===== src/hdl/fct_pkg.sv =====
// ----------------------------------------------------------------------------
// fct_pkg
// Shared types and codes for the frequency count table: request and response
// payloads, action codes, controller states and the control/status bundles.
// ----------------------------------------------------------------------------
package fct_pkg;

	localparam int ACTION_BITS  = 2;
	localparam int OPERAND_BITS = 12;

	localparam logic [ACTION_BITS-1:0] ACT_INSERT = 2'd0;
	localparam logic [ACTION_BITS-1:0] ACT_DELETE = 2'd1;
	localparam logic [ACTION_BITS-1:0] ACT_QUERY  = 2'd2;

	typedef struct packed {
		logic [ACTION_BITS-1:0]  action;
		logic [OPERAND_BITS-1:0] operand;
	} fct_req_t;

	typedef struct packed {
		logic found;
	} fct_rsp_t;

	typedef enum logic [2:0] {
		ST_CLEAR,
		ST_IDLE,
		ST_UPD,
		ST_DEC,
		ST_INC,
		ST_QRESP
	} fct_state_t;

	typedef struct packed {
		logic clr;
		logic accept;
		logic upd;
		logic dec;
		logic inc;
		logic load;
	} fct_cmd_t;

	typedef struct packed {
		logic [ACTION_BITS-1:0] act;
		logic                   clr_last;
		logic                   out_busy;
	} fct_sts_t;

endpackage


===== src/hdl/fct_ctrl.sv =====
// ----------------------------------------------------------------------------
// fct_ctrl
// Controller: clearing sweep after reset, then one request at a time through
// read, bucket decrement and bucket increment, or query response.
// ----------------------------------------------------------------------------
module fct_ctrl (
	input  logic              clk,
	input  logic              arst_n,
	input  logic              req_valid,
	output logic              req_ready,
	input  fct_pkg::fct_sts_t sts,
	output fct_pkg::fct_cmd_t cmd
);
	import fct_pkg::*;

	fct_state_t state_q;
	fct_state_t state_d;

	always_ff @(posedge clk or negedge arst_n) begin
		if (!arst_n) begin
			state_q <= ST_CLEAR;
		end else begin
			state_q <= state_d;
		end
	end

	always_comb begin
		state_d = state_q;
		case (state_q)
			ST_CLEAR: begin
				if (sts.clr_last) state_d = ST_IDLE;
			end
			ST_IDLE: begin
				if (req_valid) begin
					case (sts.act)
						ACT_INSERT, ACT_DELETE: state_d = ST_UPD;
						ACT_QUERY:              state_d = ST_QRESP;
						default:                state_d = ST_IDLE;
					endcase
				end
			end
			ST_UPD:   state_d = ST_DEC;
			ST_DEC:   state_d = ST_INC;
			ST_INC:   state_d = ST_IDLE;
			ST_QRESP: begin
				if (!sts.out_busy) state_d = ST_IDLE;
			end
			default:  state_d = ST_CLEAR;
		endcase
	end

	always_comb begin
		cmd       = '0;
		req_ready = 1'b0;
		case (state_q)
			ST_CLEAR: cmd.clr = 1'b1;
			ST_IDLE: begin
				req_ready  = 1'b1;
				cmd.accept = req_valid;
			end
			ST_UPD:   cmd.upd  = 1'b1;
			ST_DEC:   cmd.dec  = 1'b1;
			ST_INC:   cmd.inc  = 1'b1;
			ST_QRESP: cmd.load = !sts.out_busy;
			default: begin
				cmd       = '0;
				req_ready = 1'b0;
			end
		endcase
	end

endmodule


===== config.mk =====
export PLATFORM = sky130hd
export DESIGN_NAME = fct_ctrl
export DESIGN_NICKNAME = d
export VERILOG_FILES = /design/src/hdl/fct_pkg.sv /design/src/hdl/fct_ctrl.sv
export SDC_FILE = /design/constraint.sdc
export NUM_CORES = 1
export LEC_CHECK = 0
export ABC_AREA = 1
export BUFFER_PORTS_ARGS = -buffer_cell sky130_fd_sc_hd__buf_2
export CAP_MARGIN = 15
export CORE_AREA = 2 2 39 41
export DETAILED_ROUTE_END_ITERATION = 10
export DIE_AREA = 0 0 41 43
export GPL_TIMING_DRIVEN = 0
export PLACE_DENSITY = 0.39
export SLEW_MARGIN = 30
export SYNTH_ARGS = -nofsm -noshare
export SYNTH_HDL_FRONTEND = slang
export SYNTH_SLANG_ARGS = --single-unit

===== constraint.sdc =====
create_clock -name clk -period 1.33 [get_ports clk]
set_clock_uncertainty 0.15 [all_clocks]
set_input_delay 0.133 -clock clk [delete_from_list [all_inputs] [get_ports clk]]
set_output_delay 0.133 -clock clk [all_outputs]
set_load 0.02 [all_outputs]

==> metrics.csv <==
metric,value,unit
status,"complete, but fails checks",
tightestPinTransition,0.185,ns
max_freq,694,MHz
top_register,state_q,
synthToLayoutAreaGrowth,96.2,%
crit_family,flip-flops,
dr.pass1.iters,1,
cts_root_buffer,clkbuf_4,
wl,754,microns
hold_violations,0,
antenna_found_initial,0,
synth_xor_area_share,0,%
clk_latency,0.23,ns
grt-busiest-layer,met2,
fp.dieW,41,microns
worstPathRequired,1.05,ns
p_leak,0.226,nW
ir_drop,0.000819,V
largest_reg_flops,3,
routedWlPerCell,10.5,microns
postSynthCellCount,34,
slew_headroom,87.6,%
yosysTopAreaCellShare,32.8,%
nets,64,
die_area,1760,sq um
power.total,1.00,mW
cts_tree,built,
clock_sinks,3,
finalInstanceArea,449,sq um
rsz0062_at_grt,true,
start_util,16.5,%
vias_per_cell,4.25,
hold_ws,0.0682,ns
critPathBufInv,1,
synth-seq-cells,3,
n_antenna_cell,0,
cp_max_fo,6,
hold_class,primary input to async pin,
yosys_warnings,0,
layout_setup_ws,-0.111,ns
drtIter0Drc,0,
worstPathCellList,nor4_2 -> buf_2,
dp.cells,63,
clk_pin_slew,0.04,ns
gr-usage-all-layers,9.68,%
grt_overflow,0,
worstSetupStartpointType,flip-flop,
synth_area_leaders,"dfrtp_1 (33%), nor2_1 (9.8%), nand4_1 (5.5%)",
placed_cell_area,325,sq um
core-area,1380,sq um
htree_num_levels,1,
antenna_left,0,
worst_ep_arrival_time,1.16,ns
worstSetupPathType,flip-flop to output port,
maxSlewViolCount,0,
ios,14,
drc_errors,0,
grt_start_max_net_pins,7,
grt_use_met1,10.7,%
dpl_worst_slack,0.0851,ns
synthAdderAreaFrac,0,%
cts-buffers-inserted,3,
yosysSeqAreaShare,32.8,%
grt_use_met3,1.57,%
vias,306,
most-common-layout-cells,"buf_2 (7), buf_4 (7), nor2_1 (4)",
synth_nets,41,
setup_violations,6,
slowest_stage,dfrtp_2,
use_met2,14.1,%
synth_top_family_by_area,simple AND/OR/NAND/NOR gates,
avgSynthCellArea,6.73,sq um
grt_pass1_vias,301,
synth-compound-area-share,12.0,%
violations,setup timing,
maxCapViolations,0,
rows,14,
reg.largest.list,state_q: 3 flops,
synth_mux_area_share,0,%
grt_pass1_wl,1100,microns
min_period_over_period,108,%
routabilityCongestion,0.683,
portBuffers,13,
place_hpwl,514,microns
layout-drive-gt1-share,62.5,%
yosysTopAreaCell,dfrtp_1,
clock_path_buffers,2,
power_density,2230,nW/um^2
synth_cell_type_count,17,
final_cells,72,
period_needed,1.44,ns
die_h,43,microns
syn-cell-area,229,sq um
slowest_delay,0.45,ns
endpoint_kind,output port,
synthSimpleGateAreaFrac,45.4,%
[cell families after synthesis]
kind of cell / count (synthesis)
AOI/OAI and AO/OA: 5
buffers and inverters: 6
DFF: 3
and+or+nand+nor: 20
[report_power, final]
| group | total [mW] | switching [mW] | internal [mW] |
|---|---|---|---|
| Combinational | 0.629 | 0.351 | 0.278 |
| Sequential | 0.213 | 0.0798 | 0.133 |
| Clock | 0.161 | 0.0484 | 0.113 |
[layer usage]
metal  vias up  routed length (microns)
met1       137                      324
met4         0                       14
li1        156                        -
met2        11                      362
met5         -                        0
met3         2                       52
[final timing paths]
| kind | from | endpoint | slack [ns] | depth (start not counted) |
|---|---|---|---|---|
| max reg2reg | state_q[2] | state_q[0] | 0.04 | 5 |
| max | state_q[1] | cmd[0] | -0.11 | 2 |
| max in group asynchronous | arst_n | state_q[1] | 0.84 | 2 |
| min reg2reg | state_q[2] | state_q[1] | 0.57 | 3 |
| min in group clk | sts[1] | state_q[0] | 0.12 | 3 |
| min | arst_n | state_q[0] | 0.07 | 2 |
[timing repair]
item	in CTS	in global routing
gates resized for setup	14	5
hold buffers	1	0
gates cloned	0	0
pin swaps	2	2
endpoints found under the hold margin	3	0
buffers inserted	4	0
setup endpoints to repair	7	10
[worst reg2reg max path, cell delays in order (launching register included)]
cell and delay (ns):
dfrtp_2 0.44, buf_6 0.13, buf_6 0.11, nand4_1 0.13, nand2_1 0.07, a21o_1 0.15
[stage by stage]
stage	TNS, ns	utilization, %
6_report	-0.452	32.5
5_1_grt	-0.935	32.5
4_1_cts	-0.545	31.4
2_1_floorplan	0	-
3_3_place_gp	0	23.5
3_5_place_dp	0	23.5
[synthesized netlist by cell type (all sizes together)]
library cell  count
nor2              8
inv               6
nand2             4
dfrtp             3
o21ai             3
nand3             2
nand4             2
nor3              2
a21o              1
a21oi             1
nand3b            1
nor4              1
[area by class of cell]
class	count	area (sq um)
Fill cell	150	935
Tap cell	16	20.0
Sequential cell	3	78.8
Timing Repair Buffer	18	131
Inverter	6	25.0
Multi-Input combinational cell	25	168
Clock buffer	4	26.3
(Power assumes the default switching activity.)
